**src/rtl/rsnap_pkg.sv**
```systemverilog
// rsnap_pkg: shared widths, op and register codes, token types and helpers
// for the rectangle edge snapper; depends on nothing
package rsnap_pkg;

    localparam int MAX_OBSTACLES_DEF = 64;

    localparam int CRD_W     = 15;   // signed coordinate fields
    localparam int SIZE_W    = 14;   // unsigned size and screen fields
    localparam int DIST_W    = 8;    // snap distance
    localparam int OUT_W     = 16;   // snapped result width
    localparam int CW        = 18;   // internal arithmetic width
    localparam int CFG_W     = 14;   // widest config register
    localparam int CFG_IDX_W = 2;

    localparam logic [SIZE_W-1:0] SCREEN_WIDTH_RST  = 14'd1024;
    localparam logic [SIZE_W-1:0] SCREEN_HEIGHT_RST = 14'd768;
    localparam logic [DIST_W-1:0] SNAP_DISTANCE_RST = 8'd8;

    typedef enum logic [1:0] {
        OP_CLEAR  = 2'd0,
        OP_APPEND = 2'd1,
        OP_QUERY  = 2'd2
    } op_t;

    typedef enum logic [CFG_IDX_W-1:0] {
        REG_SCREEN_WIDTH  = 2'd0,
        REG_SCREEN_HEIGHT = 2'd1,
        REG_SNAP_DISTANCE = 2'd2
    } cfg_idx_t;

    typedef logic signed [CW-1:0] coord_t;

    // running coordinate and its distance from the proposed position
    typedef struct packed {
        coord_t val;
        coord_t mag;
    } axis_t;

    typedef struct packed {
        logic              vld;
        axis_t             x;
        axis_t             y;
        logic [CRD_W-1:0]  ox;
        logic [CRD_W-1:0]  oy;
        logic [SIZE_W-1:0] w;
        logic [SIZE_W-1:0] h;
    } tok_t;

    typedef struct packed {
        logic [CRD_W-1:0] l;
        logic [CRD_W-1:0] t;
        logic [CRD_W-1:0] r;
        logic [CRD_W-1:0] b;
    } obs_t;

    function automatic coord_t sext_crd(logic [CRD_W-1:0] v);
        return coord_t'({{(CW-CRD_W){v[CRD_W-1]}}, v});
    endfunction

    function automatic coord_t zext_size(logic [SIZE_W-1:0] v);
        return coord_t'({{(CW-SIZE_W){1'b0}}, v});
    endfunction

    function automatic coord_t zext_dist(logic [DIST_W-1:0] v);
        return coord_t'({{(CW-DIST_W){1'b0}}, v});
    endfunction

    function automatic coord_t abs_c(coord_t v);
        return (v < 0) ? -v : v;
    endfunction

    // x == orig is the same as a zero distance, so mag == 0 stands for unsnapped
    function automatic axis_t try_snap(axis_t cur, coord_t target, coord_t orig,
                                       coord_t rng);
        coord_t a;
        axis_t  res;
        a   = abs_c(target - orig);
        res = cur;
        if (a <= rng && (a <= cur.mag || cur.mag == '0))
        begin
            res.val = target;
            res.mag = a;
        end
        return res;
    endfunction

endpackage

```
**src/rtl/rsnap_cell.sv**
```systemverilog
// rsnap_cell: one obstacle slot of the row; applies its obstacle to the
// passing token, x half then y half; depends on rsnap_pkg
module rsnap_cell
    import rsnap_pkg::*;
(
    input  logic   clk,
    input  logic   rst_n,
    input  logic   wr_en,
    input  obs_t   obs_in,
    input  logic   used,
    input  coord_t snap_rng,
    input  tok_t   tok_in,
    output tok_t   tok_out
);

    obs_t   obs_reg;
    tok_t   mid_reg;
    tok_t   mid_next;
    tok_t   tok_reg;
    tok_t   tok_next;
    axis_t  x_step;
    axis_t  y_step;
    coord_t l_c;
    coord_t t_c;
    coord_t r_c;
    coord_t b_c;

    assign l_c = sext_crd(obs_reg.l);
    assign t_c = sext_crd(obs_reg.t);
    assign r_c = sext_crd(obs_reg.r);
    assign b_c = sext_crd(obs_reg.b);

    // x half: needs vertical overlap with the current y
    always_comb
    begin
        mid_next = tok_in;
        x_step   = tok_in.x;
        if (tok_in.vld && used &&
            (t_c - snap_rng - zext_size(tok_in.h)) < tok_in.y.val &&
            (b_c + snap_rng) > tok_in.y.val)
        begin
            x_step     = try_snap(tok_in.x, r_c, sext_crd(tok_in.ox), snap_rng);
            mid_next.x = try_snap(x_step, l_c - zext_size(tok_in.w),
                                  sext_crd(tok_in.ox), snap_rng);
        end
    end

    // y half: horizontal overlap uses the x just updated
    always_comb
    begin
        tok_next = mid_reg;
        y_step   = mid_reg.y;
        if (mid_reg.vld && used &&
            (l_c - snap_rng - zext_size(mid_reg.w)) < mid_reg.x.val &&
            (r_c + snap_rng) > mid_reg.x.val)
        begin
            y_step     = try_snap(mid_reg.y, b_c, sext_crd(mid_reg.oy), snap_rng);
            tok_next.y = try_snap(y_step, t_c - zext_size(mid_reg.h),
                                  sext_crd(mid_reg.oy), snap_rng);
        end
    end

    always_ff @(posedge clk)
    begin
        if (wr_en)
        begin
            obs_reg <= obs_in;
        end
    end

    always_ff @(posedge clk or negedge rst_n)
    begin
        if (!rst_n)
        begin
            mid_reg.vld <= 1'b0;
            tok_reg.vld <= 1'b0;
        end
        else
        begin
            mid_reg <= mid_next;
            tok_reg <= tok_next;
        end
    end

    assign tok_out = tok_reg;

endmodule

```
**config.mk**
```make
export PLATFORM = sky130hd
export DESIGN_NAME = rsnap_cell
export DESIGN_NICKNAME = d
export VERILOG_FILES = /design/src/rtl/rsnap_pkg.sv /design/src/rtl/rsnap_cell.sv
export SDC_FILE = /design/constraint.sdc
export NUM_CORES = 1
export LEC_CHECK = 0
export BUFFER_PORTS_ARGS = -buffer_cell sky130_fd_sc_hd__buf_4
export CORE_ASPECT_RATIO = 1.4
export CORE_MARGIN = 5
export CORE_UTILIZATION = 55
export CTS_CLUSTER_SIZE = 10
export DETAILED_ROUTE_END_ITERATION = 7
export PLACE_DENSITY_LB_ADDON = 0.2
export SLEW_MARGIN = 5
export SYNTH_ARGS = -nofsm -noshare
export SYNTH_HDL_FRONTEND = slang
export SYNTH_SLANG_ARGS = --single-unit
```
**constraint.sdc**
```tcl
create_clock -name clk -period 8.62 [get_ports clk]
set_clock_uncertainty 0.05 [all_clocks]
set_input_delay 1.724 -clock clk [delete_from_list [all_inputs] [get_ports clk]]
set_output_delay 1.724 -clock clk [all_outputs]
set_load 0.005 [all_outputs]
```
Yosys cells after proc, flatten, opt, wreduce, memory -nomap -nowiden
Index checks and enable logic that the tools add are counted.
Word-level totals
  flip-flop bits (word level): 322
  input bits: 213
  output and inout bits: 131
  logic and storage cells: 84
Operators by class
  add/subtract/negate cells: 16
  magnitude comparators: 16
  multiplexer cells: 12
  reduce and logical (&&, ||, !) cells: 18
Operator list (count)
  $mux W36: 8
  $le A18 B18 Y1: 8
  $logic_not A18 Y1: 4
  $mux W18: 4
  $sub A15 B15 Y16: 4
  $add A15 B18 Y18: 2
  $gt A18 B18 Y1: 2
  $lt A18 B18 Y1: 2
  $neg A16 Y18: 2
  $neg A17 Y18: 2
  $sub A15 B18 Y18: 2
  $sub A18 B15 Y18: 2
  $lt A17 B1 Y1 const B: 2
  $sub A16 B15 Y17: 2
  $lt A16 B1 Y1 const B: 2
  $logic_and A1 B1 Y1: 10
  $logic_or A1 B1 Y1: 4

Longest topological paths before layout
Gate-level depths: netlist (run 1).
  depth in word-level cells: 13
  depth in mapped cells: 41
  depth with buffers taken out: 38

Least setup slack after synthesis (run 1)
OpenSTA, ideal clock, no wires.
  kind: input to register
  start: in tok_in[47] in the netlist's numbering
  end: reg mid_reg[97] in the netlist's numbering (data pin)
  library setup time: 256 ps
  data arrival time: 8642 ps
  data required time: 8314 ps
  slack: -329 ps
  stages: 34
  path buffers: 7
  cell sequence: inv_1 > ha_1 > a21o_1 > a211o_1 > o2111a_1 > o311a_1 > or2_1 > buf_2 > buf_2 > nor4b_1 > ha_1 > a21o_1 > a2111oi_0 > o21ai_0 > o21a_1 > or2_2 > clkbuf_1 > buf_2 > clkbuf_1 > buf_1 > nand2_1 > o21ai_0 > ha_1 > a21o_1 > a21o_1 > a21oi_1 > nor3_1 > nor4_1 > o21ai_0 > o31ai_2 > o21ai_4 > buf_2 > a22o_1 > a22o_1
RTL lines
  from (decl): RTL line rsnap_cell.sv:12  | input tok_t tok_in,
  to (signal assigned): RTL line rsnap_cell.sv:80  | mid_reg <= mid_next;
  to (decl): RTL line rsnap_cell.sv:17  | tok_t mid_reg;

==> impl_metrics.tcl, run 1 <==
set metrics [dict create \
    cts.htree.levels 2 \
    drtAntennaViolNets 0 \
    synth_ff_type "edfxtp_1" \
    finalSetupViolCount 0 \
    async_reset_ff_share_pct 0.621 \
    synthCells 2622 \
    r2r_setup_slack_ps 80 \
    fin_util_pct 72.5 \
    vias_per_cell 6.25 \
    whs_ps 360 \
    p_per_area_nw_per_um2 252 \
    grt_pass1_vias 26000 \
    stdcell_area_sq_um 34700 \
    r2r_cells 35 \
    numCtsBuffers 39 \
    synth_xor_area_share_pct 5.67 \
    synth_mux_area_share_pct 0.725 \
    die_area_sq_um 52600 \
    path_buf_inv 5 \
    critPathKind "primary input to flip-flop" \
    grt_pass1_wl_mm 151 \
    final_cells 3991 \
    clk_latency_ps 580 \
    cts_tree "done" \
    syn2layout_area_growth_pct 31.2 \
    layout-drive-gt1-share_pct 28.5 \
    finalNetCount 3974 \
    status "finished clean" \
    min_period_over_period_pct 99.5 \
    synth_area_per_cell_sq_um 10.1 \
    yosys_warnings 0 \
    antenna_found_initial 4 \
    drt_first_pass_iters 6 \
    cp_data_arrival_time_ps 8850 \
    slew_viol_final 0 \
    yosys.cell_types.count 97 \
    vdd_drop_max_uv 173 \
    ys_ff_latch 322 \
    crit_cells 38 \
    final-hold-violation-count 0 \
    syn_area_sq_um 26400 \
    crit_path_end_kind "flip-flop" \
    worstSetupStartpointType "primary input" \
    gp_congestion 0.989 \
    hold_path_depth 0 \
    num_vias 24900 \
    drv_cap 0 \
    synth.top_cell.area_share_pct 36.4 \
    row_count 95 \
    clk_pin_slew_ps 60 \
    crit_path_max_fanout 7 \
    gr-total-overflow 0 \
    slew_headroom_pct 30.6 \
    dpl-instance-area_sq_um 32200 \
    io_buffers 343 \
    cts_hold_buf 0 \
    synth_edf_count 320 \
    critPathTopFamily "compound AO/OA/AOI/OAI gates" \
    clock-sinks 322 \
    wl_per_cell_um 26.3 \
    synthAdderAreaFrac_pct 20.7 \
    cp_slowest_stage_delay_ps 510 \
    dr.first_iter.drc_count 2214 \
    grt_max_degree 102 \
    placed_cells 3886 \
    drc_errors 0 \
    clk_path_buf_depth 3 \
    ios 344 \
    rsz0062_at_grt "true" \
    yosysSeqAreaShare_pct 36.6 \
    synth_top_family_by_area "adder cells" \
    p_leak_nw 15.7 \
    die_y_um 269 \
    synthSimpleGateAreaFrac_pct 12.2 \
    slowest_stage "or4_4" \
    fmax_mhz 117 \
    period_needed_ps 8580 \
    place_hpwl_mm 82.9 \
    worstMarginPinSlew_ps 1040 \
    cts_root_buf "clkbuf_16" \
    synth_largest_area_cell "edfxtp_1" \
    fp.dieW_um 195 \
    grtUsageTotal_pct 37.7 \
    synth_compound_area_share_pct 18.9 \
    crit_path_frequent_cell "a21oi_1" \
    start_util_pct 55.3 \
    hp-class "flip-flop to flip-flop" \
    coreArea_sq_um 47800 \
    totalWireLength_mm 105 \
    synth.top_cells.by_area "edfxtp_1, ha_1, inv_1" \
    cp.required_ps 8890 \
]
## synthesized netlist by cell type, types with 34 or more instances
cell type  count
a21o_1        77
a21oi_1      172
edfxtp_1     320
fa_1          36
ha_1         380
inv_1        292
nand2_1      133
nand2b_1      35
nand3_1       54
nand4_1       34
nor2_1       135
nor2b_1       34
nor3_1        46
o21a_1        34
o21ai_0      122
xnor2_1      124
xor2_1        47
## power breakdown
group          switching (mW)  leakage, nW  internal, mW
Combinational            2.94         12.1          2.32
Clock                   0.658        0.514         0.820
Sequential             0.0956         3.16          1.90
## what timing repair did
item	in CTS	in global routing
resized for setup	37	166
endpoints found under the setup margin	65	72
hold endpoints to repair	0	0
buffers inserted	9	37
gates cloned	0	3
pin swaps	10	103
## metrics by stage
step           power [mW]  worst slack [ps]  TNS [ps]
2_1_floorplan        4.68              3.50         0
3_3_place_gp         6.57              -568    -19540
3_5_place_dp         6.73              -821    -28040
4_1_cts              8.30              1.96         0
5_1_grt              9.16              -262     -9360
6_report             8.73              39.5         0
## cell usage in the layout, fill, tap and decap left out, types with 13 or more instances in the layout
cell type | Yosys | routed
xnor2_1 | 124 | 117
inv_1 | 292 | 289
nand3_1 | 54 | 52
or2_2 | 16 | 13
o211ai_1 | 20 | 20
nor2_1 | 135 | 128
and2_1 | 16 | 14
a22o_1 | 22 | 22
a21o_1 | 77 | 77
nand2_1 | 133 | 129
and3_1 | 15 | 14
buf_4 | 5 | 696
nand4_1 | 34 | 34
buf_6 | 3 | 15
o21a_1 | 34 | 34
a21oi_1 | 172 | 156
nor2b_1 | 34 | 33
o21bai_1 | 28 | 28
o31ai_1 | 20 | 16
ha_1 | 380 | 369
clkbuf_16 | 0 | 42
xor2_1 | 47 | 39
fa_1 | 36 | 35
nor4_1 | 23 | 18
edfxtp_1 | 320 | 320
or3_1 | 21 | 19
a31oi_1 | 25 | 22
nand2b_1 | 35 | 35
nor3_1 | 46 | 41
o21ai_1 | 7 | 16
o21ai_0 | 122 | 102
a21oi_2 | 3 | 16
## metal layers
| metal | global-route usage (%) | vias up | wire length, um |
|---|---|---|---|
| li1 | - | 11200 | - |
| met1 | 39.1 | 11800 | 34800 |
| met2 | 66.0 | 1365 | 51500 |
| met3 | 6.74 | 540 | 7260 |
| met4 | 30.9 | 4 | 11600 |
| met5 | 0 | - | 23 |
## final cells by class
| cell class | instances | area, sq um |
|---|---|---|
| inverter | 292 | 1100 |
| multi-input combinational | 1966 | 16400 |
| antenna | 2 | 5.00 |
| tap | 630 | 788 |
| clock inverter | 7 | 56.3 |
| clock buffer | 48 | 1010 |
| sequential | 322 | 9660 |
| fill | 3360 | 13100 |
| timing repair buffer | 724 | 5660 |
## worst paths after layout
check                             startpoint      endpoint
worst max-delay path              tok_in[14]  mid_reg[116]
worst min-delay path            mid_reg[107]  tok_out[107]
worst max register to register   mid_reg[28]   tok_out[78]
worst min register to register  mid_reg[107]  tok_out[107]
max in group asynchronous              rst_n  mid_reg[130]
min in group asynchronous              rst_n  tok_out[130]
## cells by family (layout without fill, tap and decap cells)
logic type / Yosys count / count (layout)
AO/OA/AOI/OAI: 723 / 723
AND/OR/NAND/NOR: 626 / 626
adder cells (fa/ha/maj): 416 / 416
buffers and inverters: 345 / 1071
flip-flops: 322 / 322
XOR/XNOR: 171 / 171
multiplexers: 18 / 18
other: 1 / 14
Power figures use the tool's default switching activity.
==> run 2: changes to the inputs <==
PLACE_DENSITY = 0.81   (was not set)
PLACE_DENSITY_LB_ADDON = not set   (was 0.2)
==> impl_metrics.tcl, run 2 (synthesized netlist as in run 1, its figures left out) <==
set metrics [dict create \
    clk_pin_slew_ps 70 \
    p_leak_nw 15.7 \
    worstSetupStartpoint "tok_in[44]" \
    num_vias 24700 \
    start_util_pct 55.3 \
    period_needed_ps 8510 \
    slew_viol_final 0 \
    gp_congestion 1.05 \
    p_per_area_nw_per_um2 253 \
    total_power_mw 8.73 \
    fmax_mhz 117 \
    row_count 95 \
    final_cell_mix "buf_4, ha_1, edfxtp_1, inv_1, a21oi_1" \
    cp_data_arrival_time_ps 8870 \
    dpl-instance-area_sq_um 32300 \
    min_period_over_period_pct 98.8 \
    seq_power_share_pct 22.7 \
    die_y_um 269 \
    timing.rr.end "tok_out[77]" \
    dr.first_iter.drc_count 1563 \
    regArea_sq_um 9660 \
    coreArea_sq_um 47800 \
    numCtsBuffers 40 \
    crit_path_max_fanout 8 \
    r2r_setup_slack_ps 260 \
    r2r_cells 32 \
    io_buffers 343 \
    finalSetupViolCount 0 \
    grt_pass1_vias 25400 \
    worstMarginPinSlew_ps 1140 \
    vias_per_cell 6.18 \
    hp-class "flip-flop to flip-flop" \
    layout-drive-gt1-share_pct 28.0 \
    grt_max_degree 148 \
    ios 344 \
    pwr-share-comb_pct 58.9 \
    switching_share_pct 41.5 \
    placed_cells 3899 \
    critPathTopFamily "compound AO/OA/AOI/OAI gates" \
    die_area_sq_um 52600 \
    drtAntennaViolNets 0 \
    grt_pass1_wl_mm 147 \
    slowest_stage "or3_4" \
    cts_root_buf "clkbuf_16" \
    finalNetCount 3975 \
    final_cells 3993 \
    drv_cap 0 \
    fp.dieW_um 195 \
    cts_hold_buf 0 \
    critPathKind "primary input to flip-flop" \
    clk_path_buf_depth 3 \
    path_buf_inv 9 \
    final_common_cell "buf_4" \
    worstSetupStartpointType "primary input" \
    cp_slowest_stage_delay_ps 410 \
    whs_ps 358 \
    cts.htree.levels 2 \
    multi_input_comb_area_sq_um 16200 \
    final-hold-violation-count 0 \
    clkPwrFrac_pct 18.4 \
    clock-sinks 322 \
    gr-total-overflow 0 \
    vdd_drop_max_uv 240 \
    totalWireLength_mm 101 \
    cts_tree "done" \
    place_hpwl_mm 81.4 \
    cp.required_ps 8980 \
    p_int_mw 5.11 \
    crit_path_end_kind "flip-flop" \
    switching_power_mw 3.62 \
    fillers 3450 \
    fin_util_pct 72.3 \
    slew_headroom_pct 22.7 \
    clk_latency_ps 590 \
    drt_first_pass_iters 6 \
    r2r_start "mid_reg[29]" \
    crit_cells 38 \
    stdcell_area_sq_um 34600 \
    endpoint "mid_reg[113]" \
    status "finished clean" \
    wl_per_cell_um 25.3 \
    antenna_found_initial 4 \
    drc_errors 0 \
    syn2layout_area_growth_pct 30.9 \
    grtUsageTotal_pct 36.5 \
    crit_path_frequent_cell "buf_4" \
]
## run 2: cell types whose count changed in the layout (fill, tap and decap cells not counted), sizes merged
cell    change
diode       +2
bufinv      +3
clkbuf      -1
buf         -1
clkinv      -4
inv         +3
## run 2: power groups by stage
stage          registers (mW)  logic (mW)  clock network (mW)
6_report                 1.98        5.14                1.60
5_1_grt                  1.99        5.53                1.68
4_1_cts                  1.98        4.79                1.61
3_5_place_dp             2.01        4.72                   0
3_3_place_gp             2.01        4.58                   0
2_1_floorplan            1.98        2.71                   0
## run 2: final cells by class
type / count / share of cell area, %
clock inverter: 9 / 0.453
clock buffer: 46 / 2.96
inverter: 292 / 3.17
timing repair buffer: 724 / 16.4
antenna: 4 / 0.0290
multi-input combinational: 1966 / 46.7
tap: 630 / 2.28
sequential: 322 / 27.9
## run 2: worst min path at each step
stage	from	endpoint	cells past startpoint	slack, ps
2_1_floorplan	mid_reg[130]	tok_out[130]	0	300
3_3_place_gp	mid_reg[46]	tok_out[46]	0	350
3_5_place_dp	mid_reg[95]	tok_out[95]	0	350
4_1_cts	mid_reg[99]	tok_out[99]	0	360
5_1_grt	mid_reg[101]	tok_out[101]	0	370
6_report	mid_reg[101]	tok_out[101]	0	360
## run 2: timing repair
action                                  in CTS  in global routing
buffers inserted                             1                 32
cloned                                       0                  4
endpoints found under the setup margin      71                 72
hold endpoints to repair                     0                  0
pin swaps                                    1                 80
gates resized for setup                     22                150
## run 2: metal layers
metal	wire [um]	vias to the layer above	track usage (%)
li1	-	11200	-
met1	33800	11800	38.0
met2	50400	1229	64.7
met3	6500	474	5.72
met4	10300	0	28.9
met5	0	-	0
## run 2: metrics by stage
| stage | worst slack, ps | TNS [ps] |
|---|---|---|
| 6_report | 105 | 0 |
| 5_1_grt | -158 | -3610 |
| 4_1_cts | 2.09 | 0 |
| 3_5_place_dp | -858 | -30010 |
| 3_3_place_gp | -672 | -23330 |
| 2_1_floorplan | 3.50 | 0 |
