$ cat config.mk
export PLATFORM = sky130hd
export DESIGN_NAME = rsnap_head
export DESIGN_NICKNAME = d
export VERILOG_FILES = /design/src/rtl/rsnap_pkg.sv /design/src/rtl/rsnap_head.sv
export SDC_FILE = /design/constraint.sdc
export NUM_CORES = 1
export LEC_CHECK = 0
export BUFFER_PORTS_ARGS = -buffer_cell sky130_fd_sc_hd__buf_2
export CORE_ASPECT_RATIO = 1.2
export CORE_MARGIN = 1.5
export CORE_UTILIZATION = 57
export DETAILED_ROUTE_END_ITERATION = 8
export PLACE_DENSITY = 0.82
export REMOVE_ABC_BUFFERS = 1
export SYNTH_ARGS = -nofsm -noshare
export SYNTH_HDL_FRONTEND = slang
export SYNTH_SLANG_ARGS = --single-unit
$ cat constraint.sdc
create_clock -name clk -period 0.8 [get_ports clk]
set_input_delay 0.2 -clock clk [delete_from_list [all_inputs] [get_ports clk]]
set_output_delay 0.2 -clock clk [all_outputs]
set_load 0.01 [all_outputs]
$ cat src/rtl/rsnap_pkg.sv
// rsnap_pkg: shared widths, op and register codes, token types and helpers
// for the rectangle edge snapper; depends on nothing
package rsnap_pkg;

    localparam int MAX_OBSTACLES_DEF = 64;

    localparam int CRD_W     = 15;   // signed coordinate fields
    localparam int SIZE_W    = 14;   // unsigned size and screen fields
    localparam int DIST_W    = 8;    // snap distance
    localparam int OUT_W     = 16;   // snapped result width
    localparam int CW        = 18;   // internal arithmetic width
    localparam int CFG_W     = 14;   // widest config register
    localparam int CFG_IDX_W = 2;

    localparam logic [SIZE_W-1:0] SCREEN_WIDTH_RST  = 14'd1024;
    localparam logic [SIZE_W-1:0] SCREEN_HEIGHT_RST = 14'd768;
    localparam logic [DIST_W-1:0] SNAP_DISTANCE_RST = 8'd8;

    typedef enum logic [1:0] {
        OP_CLEAR  = 2'd0,
        OP_APPEND = 2'd1,
        OP_QUERY  = 2'd2
    } op_t;

    typedef enum logic [CFG_IDX_W-1:0] {
        REG_SCREEN_WIDTH  = 2'd0,
        REG_SCREEN_HEIGHT = 2'd1,
        REG_SNAP_DISTANCE = 2'd2
    } cfg_idx_t;

    typedef logic signed [CW-1:0] coord_t;

    // running coordinate and its distance from the proposed position
    typedef struct packed {
        coord_t val;
        coord_t mag;
    } axis_t;

    typedef struct packed {
        logic              vld;
        axis_t             x;
        axis_t             y;
        logic [CRD_W-1:0]  ox;
        logic [CRD_W-1:0]  oy;
        logic [SIZE_W-1:0] w;
        logic [SIZE_W-1:0] h;
    } tok_t;

    typedef struct packed {
        logic [CRD_W-1:0] l;
        logic [CRD_W-1:0] t;
        logic [CRD_W-1:0] r;
        logic [CRD_W-1:0] b;
    } obs_t;

    function automatic coord_t sext_crd(logic [CRD_W-1:0] v);
        return coord_t'({{(CW-CRD_W){v[CRD_W-1]}}, v});
    endfunction

    function automatic coord_t zext_size(logic [SIZE_W-1:0] v);
        return coord_t'({{(CW-SIZE_W){1'b0}}, v});
    endfunction

    function automatic coord_t zext_dist(logic [DIST_W-1:0] v);
        return coord_t'({{(CW-DIST_W){1'b0}}, v});
    endfunction

    function automatic coord_t abs_c(coord_t v);
        return (v < 0) ? -v : v;
    endfunction

    // x == orig is the same as a zero distance, so mag == 0 stands for unsnapped
    function automatic axis_t try_snap(axis_t cur, coord_t target, coord_t orig,
                                       coord_t rng);
        coord_t a;
        axis_t  res;
        a   = abs_c(target - orig);
        res = cur;
        if (a <= rng && (a <= cur.mag || cur.mag == '0))
        begin
            res.val = target;
            res.mag = a;
        end
        return res;
    endfunction

endpackage

$ cat src/rtl/rsnap_head.sv
// rsnap_head: snaps a new query to the screen edges and launches its token
// into the cell row; depends on rsnap_pkg
module rsnap_head
    import rsnap_pkg::*;
(
    input  logic              clk,
    input  logic              rst_n,
    input  logic              start,
    input  logic [CRD_W-1:0]  pos_x,
    input  logic [CRD_W-1:0]  pos_y,
    input  logic [SIZE_W-1:0] win_w,
    input  logic [SIZE_W-1:0] win_h,
    input  coord_t            scr_w,
    input  coord_t            scr_h,
    input  coord_t            snap_rng,
    output tok_t              tok
);

    tok_t tok_reg;
    tok_t tok_next;

    function automatic axis_t screen_snap(coord_t o, coord_t s, coord_t scr, coord_t d);
        coord_t ax;
        coord_t ae;
        axis_t  res;
        ax      = abs_c(o);
        ae      = abs_c(scr - o - s);
        res.val = o;
        res.mag = '0;
        if (ax <= d)
        begin
            res.val = '0;
            res.mag = ax;
        end
        if (ae <= d)
        begin
            res.val = scr - s;
            res.mag = ae;
        end
        return res;
    endfunction

    always_comb
    begin
        tok_next     = tok_reg;
        tok_next.vld = 1'b0;
        if (start)
        begin
            tok_next.vld = 1'b1;
            tok_next.ox  = pos_x;
            tok_next.oy  = pos_y;
            tok_next.w   = win_w;
            tok_next.h   = win_h;
            tok_next.x   = screen_snap(sext_crd(pos_x), zext_size(win_w), scr_w, snap_rng);
            tok_next.y   = screen_snap(sext_crd(pos_y), zext_size(win_h), scr_h, snap_rng);
        end
    end

    always_ff @(posedge clk or negedge rst_n)
    begin
        if (!rst_n)
        begin
            tok_reg.vld <= 1'b0;
        end
        else
        begin
            tok_reg <= tok_next;
        end
    end

    assign tok = tok_reg;

endmodule

==> results by group, run 1 <==
Outcome
  – Status: did not finish
  – Failed at: global routing (5_1_grt)
  – Tool error: [ERROR GRT-0232] Routing congestion too high. Check the congestion heatmap in the GUI.

Logic synthesis
  – Yosys top cell by area: edfxtp_1
  – Synthesized area: 11770 sq um
  – Top FF cell, synth: edfxtp_1
  – Seq/Total Area, Yosys: 33.39%
  – Post-synth top cells: 148 x ha_1, 138 x inv_1, 130 x edfxtp_1
  – Yosys warnings: 0
  – Count leader, synth: ha_1
  – Seq cells post-synth: 131
  – Synth cell types: 78
  – Share of the synthesized area in the top cell type: 33.17%
  – Ys async rst share: 0.7634%
  – Synth Area per Inst: 9.766 sq um
  – Syn Inst Count: 1205
  – EDFF count, synth: 130
  – Synth area leaders: edfxtp_1 33%, ha_1 16%, xnor2_1 6.0%

Floorplanning
  – Die Y: 160.4 microns
  – # rows: 57
  – I/O pin cnt: 246
  – Starting Density: 58.10%
  – Die Wd: 134.2 microns

GRT
  – All-Layer GR Usage: 83.90%
  – Largest net degree at the start of global routing: 56
  – Congestion Overflow GR: 416

Clock network
  – H-tree lvl count: 4
  – Num CTS Buffers: 17
  – Sink Count: 131
  – Root Driver: clkbuf_16
  – Clock buffer depth: 2

Timing
  – Worst EP Category: sequential cell input
  – Worst endpoint after global-route timing repair: tok[84]$_DFFE_PP_/D

Place
  – Dpl ws: -5345 ps
  – Port Buffer Count: 245
  – Placer congestion estimate: 0.9647
  – Detailed Place HPWL: 31560 microns
-- per-stage QoR --
step                      hold slack, ps  cell area, sq um  TNS (ps)  cells  utilization (%)
after global placement            -16.07             16620   -398650   2126            82.07
after detailed placement          -15.36             16620   -416270   2126            82.07
after floorplan                   -95.59             11670   -754780   1182                -
after CTS                          30.62             18320   -360060   2205            90.46
-- cells by family after synthesis --
| family | count (synthesis) | share of synthesized area, % |
|---|---|---|
| AO/OA/AOI/OAI | 326 | 19.23 |
| AND/OR/NAND/NOR | 284 | 12.21 |
| adder cells (fa/ha/maj) | 178 | 20.84 |
| buffers and inverters | 166 | 5.359 |
| flip-flops | 131 | 33.39 |
| XOR/XNOR | 113 | 8.410 |
| multiplexers | 6 | 0.5316 |
| other | 1 | 0.03187 |
-- layer usage --
layer  overflow  track usage (%)
met5          1            21.06
met1          6            80.05
met2        275            102.3
met4        131            91.40
met3          3            68.62
-- repair_timing --
action / in CTS
endpoints found under the setup margin: 203
pin swaps: 67
hold endpoints to repair: 25
setup buffers: 19
gates cloned: 5
hold buffers: 25
resized for setup: 140
==> inputs of run 2 (changes only) <==
Settings changed: CORE_ASPECT_RATIO 1.2 to not set, CORE_UTILIZATION 57 to 40, PLACE_DENSITY 0.82 to not set, PLACE_DENSITY_LB_ADDON set to 0.15.
==> run 2 against run 1 <==
  * The flow now finishes, with violations (negative setup slack)
  * Synthesized area unchanged
  * Synthesized cell count is the same
==> results by group, run 2 <==
Outcome
  – Status: finished, violations left
  – Failing checks: negative setup slack

Drt
  – Metal2 WL: 20130 microns
  – WL/cell: 16.53 microns
  – DR top layer: met4
  – Drt first pass iters: 5
  – DR vias: 11.76k
  – DR vias/cell: 5.018
  – Drt drc: 0
  – Final ANT Viol Nets: 0
  – Met3 WL: 1589 microns
  – Final WL: 38750 microns
  – Violation count after the first detailed-route iteration: 469
  – M1 wire length: 15690 microns

Floorplanning
  – Die Y: 174.5 microns (+8.8%)
  – Die Wd: 174.5 microns (+30%)
  – # rows: 62 (+8.8%)
  – Core box area: 28860 sq um
  – I/O pin cnt: 246 (unchanged)
  – Die ar.: 30460 sq um
  – Starting Density: 40.78% (-17 points)

Timing
  – Final worst slack: -4326 ps
  – F_max: 0.1951 GHz
  – Worst hold slack: 38.43 ps
  – Final Hold Viols: 0
  – Final worst path period share: 640.8%
  – RSZ-0062 raised after global routing: true
  – Slew HR: 58.48%
  – Setup violators final: 203
  – Max-slew violations: 0
  – Worst-Margin Slew: 615.0 ps
  – Final worst path period need: 5126 ps

Cells and area
  – Fill cells: 2407
  – Commonest non-fill, non-tap cell in the layout: buf_4
  – Nets: 2240
  – Ratio of cells with drive above 1 in the final layout: 45.71%
  – Commonest cells after routing, fill and taps aside: 441 x buf_4, 239 x buf_2, 144 x ha_1, 136 x inv_1, 130 x edfxtp_1
  – Ant. Diodes: 0
  – Largest register FFs: 131
  – Final core occ: 65.64%
  – Non-Filler Instances: 2344
  – P&R area growth vs syn: 60.97%

Setup path
  – CP max FO: 7
  – Crit-path cells: buf_6 -> fa_1 -> ha_4 -> a21o_1 -> o2111a_1 -> o211ai_1 -> o21ai_2 -> o22a_1 -> o211ai_4 -> buf_4 -> nor2_1 -> xnor2_2 -> ha_1 -> a21o_1 -> a21o_1 -> a221oi_2 -> o21a_1 -> nor2_2 -> a2111oi_4 -> buf_4 -> mux2i_4 -> and2_4 -> a22o_1
  – Crit path kind: primary input to register
  – Critical path arrival: 5440 ps
  – Crit. End Element: register
  – Crit path largest cell delay: 580 ps
  – CP Launch Type: primary input
  – Top cell by count, worst path: a21o_1
  – Worst EP required: 1110 ps
  – Slowest cell on the critical path: fa_1

Clock network
  – H-tree lvl count: 4 (unchanged)
  – Clk pin slew, worst setup/hold paths: 60 ps
  – CTS tree: done
  – Root Driver: clkbuf_16
  – Sink Count: 131 (unchanged)
  – Num CTS Buffers: 17 (unchanged)
  – Clock buffer depth: 2 (unchanged)

Place
  – Dpl ws: -5391 ps (-46.16 ps)
  – Port Buffer Count: 245 (unchanged)
  – Placed instance count: 2252 (+5.9%)
  – Detailed Place HPWL: 30060 microns (-4.8%)
  – Placer congestion estimate: 0.9260 (-4.0%)

Worst hold path
  – Worst hold path class: primary input to register
  – Hold Path Origin: win_w[0]
  – Hold path depth: 2
  – Hold Path Sink: tok[14]

GRT
  – Congestion Overflow GR: 0
  – First-pass GRT wire length: 60270 microns
  – Initial antenna violation count: 0
  – Largest net degree at the start of global routing: 40
  – All-Layer GR Usage: 25.54%
  – Number of global-route vias before repair: 12.19k

Logic synthesis
  – Synthesized area: 11770 sq um (unchanged)
  – EDFF count, synth: 130 (unchanged)
  – Seq/Total Area, Yosys: 33.39% (unchanged)
  – Synth area leaders: edfxtp_1 33%, ha_1 16%, xnor2_1 6.0%
  – Synth cell types: 78 (unchanged)
  – Synth Area per Inst: 9.766 sq um (unchanged)
  – Yosys top cell by area: edfxtp_1
  – Syn Inst Count: 1205 (unchanged)
  – Yosys warnings: 0 (unchanged)
  – Share of the synthesized area in the top cell type: 33.17% (unchanged)
  – Ys async rst share: 0.7634% (unchanged)
  – Post-synth top cells: 148 x ha_1, 138 x inv_1, 130 x edfxtp_1
  – Count leader, synth: ha_1
  – Seq cells post-synth: 131 (unchanged)
  – Top FF cell, synth: edfxtp_1

Power
  – Static leakage: 8.940 nW
  – Pwr Density: 2301 nW/um^2
  – VDD IR max: 1.669 mV

Run
  – Max cap viols: 0
==> run 2: cell counts after synthesis <==
No cell type changed its count.
==> run 2: critical path, delay by kind of cell <==
kind            cells  cell delay, ps
xor+xnor            1             170
mux                 1             330
simple gates        3             430
fa+ha+maj           3            1010
buf+inv             3             460
compound gates     12            2820
==> run 2: worst max path at each step <==
stage	start	to	slack (ps)	cells past startpoint
2_1_floorplan	pos_y[0]	tok[88]	-5910	22
3_3_place_gp	pos_y[0]	tok[76]	-5300	25
6_report	scr_w[2]	tok[122]	-4330	23
4_1_cts	win_w[0]	tok[110]	-4360	23
3_5_place_dp	pos_y[0]	tok[76]	-5390	25
5_1_grt	pos_x[0]	tok[124]	-4500	25
==> run 2: cell type report <==
type,count,area [sq um],area share (%)
Tap cell,384,480.5,2.536
Sequential cell,131,3929,20.74
Clock buffer,17,425.4,2.246
Timing Repair Buffer,743,5363,28.31
Inverter,138,518.0,2.735
Clock inverter,15,141.4,0.7464
Multi-Input combinational cell,916,8085,42.68
==> run 2: where the power goes <==
part           internal [mW]  total (mW)  switching [mW]
sequential              8.85        9.17           0.322
clock                   4.55        7.99            3.45
combinational           13.9        26.4            12.6
total                   27.3        43.6            16.3
==> run 2: cells by family (layout without fill, tap and decap cells) <==
kind of cell	count (synthesis)	after routing	share of synthesized area [%]
muxes	6	6	0.5316
buffers and inverters	166	913	5.359
and+or+nand+nor	284	286	12.21
other	1	6	0.03187
xor gates and xnor gates	113	113	8.410
DFF	131	131	33.39
adders and majority gates	178	178	20.84
AOI/OAI and AO/OA	326	327	19.23
==> run 2: per-stage QoR <==
stage | total power [mW] | instance area (sq um) | setup TNS, ps
floorplan | 20.62 | 11670 | -754780
global placement | 30.19 | 16810 | -411290
finish | 43.59 | 18940 | -352920
detailed placement | 30.68 | 16810 | -417020
CTS | 42.11 | 18510 | -355920
global route | 46.28 | 18940 | -370190
==> run 2: per-layer routing <==
metal	track usage, %	up-vias
li1	-	5891
met1	28.55	5492
met2	48.39	307
met3	4.199	72
met4	9.224	0
met5	0	-
==> run 2: what timing repair did <==
item                                    in CTS  in global routing
setup buffers                               22                  8
hold endpoints to repair                    27                  0
gates cloned                                 6                  2
resized for setup                          146                 63
endpoints found under the setup margin     203                203
pin swaps                                   96                 44
hold buffers                                27                  0
No activity file was read; power rests on OpenSTA's default activity.
==> inputs of run 3 (changes only) <==
Settings changed: MAX_ROUTING_LAYER set to met4, REMOVE_ABC_BUFFERS 1 to not set, SLEW_MARGIN set to 30.
==> run 3 against run 2 <==
  * The run still ends with negative setup slack left
  * Maximum frequency decreased by 2.2%
  * Critical path depth rose by 4
  * Wire length grew 3.0%
  * Setup slack got worse by 110 ps
  * Sequential cell count is the same
  * Design area is 0.78% higher
  * Critical path type unchanged
  * Critical endpoint is now tok[61]
==> results by group, run 3 (synthesis results as in run 2) <==
Cells and area
  – Largest register FFs: 131 (unchanged)
  – Nets: 2246 (+0.27%)
  – Commonest cells after routing, fill and taps aside: 450 x buf_4, 241 x buf_2, 145 x ha_1, 137 x inv_1, 130 x edfxtp_1
  – Ratio of cells with drive above 1 in the final layout: 45.78% (+0.064 points)
  – P&R area growth vs syn: 62.22%
  – Commonest non-fill, non-tap cell in the layout: buf_4
  – Fin area: 19090 sq um (+0.78%)

GRT
  – Initial antenna violation count: 2 (+2)
  – First-pass GRT wire length: 60490 microns (+0.37%)
  – Number of global-route vias before repair: 11.87k (-2.7%)
  – Largest net degree at the start of global routing: 38 (-5.0%)
  – All-Layer GR Usage: 26.07% (+0.53 points)
  – Congestion Overflow GR: 0 (unchanged)

Worst hold path
  – Worst hold path class: primary input to register

Setup path
  – Worst EP required: 990 ps (-120 ps)
  – Critical path arrival: 5430 ps (about the same)
  – Slowest cell on the critical path: fa_1
  – CP Launch Type: primary input
  – CP max FO: 6 (-1)
  – Crit path kind: primary input to register
  – Crit path largest cell delay: 570 ps (about the same)
  – Crit. End Element: register
  – Top cell by count, worst path: buf_6

Timing
  – Setup violators final: 203 (unchanged)
  – F_max: 0.1908 GHz (-2.2%)
  – Slew HR: 59.53% (+1.0 points)
  – Final worst path period need: 5241 ps (+114.6 ps)
  – Final worst slack: -4441 ps (-114.6 ps)
  – Max-slew violations: 0 (unchanged)
  – Final worst path period share: 655.1% (+14 points)
  – Worst-Margin Slew: 599.5 ps (-15.53 ps)
  – Final Hold Viols: 0 (unchanged)
  – Setup TNS Final: -358200 ps (-5279 ps)
  – RSZ-0062 raised after global routing: true

Clock network
  – Clock buffer depth: 2 (unchanged)
  – H-tree lvl count: 4 (unchanged)
  – Num CTS Buffers: 17 (unchanged)
  – Clk pin slew, worst setup/hold paths: 60 ps (about the same)
  – Root Driver: clkbuf_16
  – Sink Count: 131 (unchanged)
  – CTS tree: done

Drt
  – DR vias: 11.98k (+1.9%)
  – Drt drc: 0 (unchanged)
  – Final WL: 39900 microns (+3.0%)
  – DR vias/cell: 5.094 (+1.5%)
  – WL/cell: 16.96 microns (+2.6%)
  – Final ANT Viol Nets: 0 (unchanged)
  – Violation count after the first detailed-route iteration: 752 (+60%)
  – Drt first pass iters: 5 (unchanged)

Floorplanning
  – Die ar.: 30460 sq um (unchanged)
  – Die Wd: 174.5 microns (unchanged)
  – Die Y: 174.5 microns (unchanged)
  – Starting Density: 40.78% (unchanged)
  – I/O pin cnt: 246 (unchanged)
  – # rows: 62 (unchanged)
  – Core box area: 28860 sq um (unchanged)

Run
  – Max cap viols: 0 (unchanged)

Place
  – Placer congestion estimate: 0.8695 (-6.1%)
  – Detailed Place HPWL: 29840 microns (-0.72%)
  – Port Buffer Count: 245 (unchanged)
  – Placed Area: 17060 sq um (+1.5%)

Power
  – Pwr Density: 2361 nW/um^2 (+2.6%)
  – VDD IR max: 1.300 mV (-22%)
  – Static leakage: 8.980 nW (+0.45%)

Outcome
  – Failing checks: negative setup slack
  – Status: finished, violations left
==> run 3: changes by cell type in the layout (fill, tap and decap cells not counted), moves of 7 or more <==
cell	previous run	this run
nand2_1	62	72
buf_4	441	450
o2bb2ai_4	4	13
o2bb2ai_2	14	6
buf_6	18	11
==> run 3: final timing paths <==
path / endpoint / cells past startpoint / from / slack (ps)
max: tok[61] / 27 / pos_y[0] / -4440
min: tok[14] / 2 / win_w[0] / 40
max in group asynchronous: tok[130] / 2 / rst_n / 630
min in group asynchronous: tok[130] / 2 / rst_n / 70
==> run 3: report_power, final <==
part,internal [mW],total (mW),switching (mW),leakage [nW]
sequential,8.84,9.11,0.262,1.20
clock,4.62,8.07,3.45,0.278
combinational,14.5,27.9,13.4,7.50
==> run 3: worst max-delay path, delay by kind of cell <==
family | cells | cell delay [ps]
AO/OA/AOI/OAI | 9 | 1620
adder cells (fa/ha/maj) | 4 | 1440
buffers and inverters | 7 | 860
AND/OR/NAND/NOR | 5 | 1100
XOR/XNOR | 2 | 200
==> run 3: layout make-up <==
type	count	area (sq um)
tap	384	480.5
clock buffer	17	425.4
multi-input combinational	917	8235
sequential	131	3929
timing repair buffer	748	5339
fill	2407	9768
inverter	138	518.0
antenna	2	5.005
clock inverter	15	157.7
==> run 3: timing repair <==
item	in CTS	in global routing
gates cloned	6	3
setup buffers	19	20
hold buffers	30	0
pin swaps	61	55
setup endpoints to repair	203	203
hold endpoints to repair	30	0
resized for setup	68	72
==> run 3: per-stage QoR <==
step,setup slack [ps],instances,hold slack [ps],util (%),total power [mW]
floorplan,-4455,1210,-95.59,-,22.15
global placement,-4946,2250,-16.53,59.13,31.73
detailed placement,-5070,2250,-16.82,59.13,32.14
CTS,-4451,2335,29.61,64.28,42.84
global route,-4571,2352,35.28,66.15,47.72
finish,-4441,2352,40.03,66.15,45.06
==> run 3: metal layers <==
layer | wire [microns] | GRT usage, %
met1 | 19280 | 36.41
met2 | 18130 | 39.38
met3 | 1774 | 3.740
met4 | 718 | 7.336
met5 | 0 | -
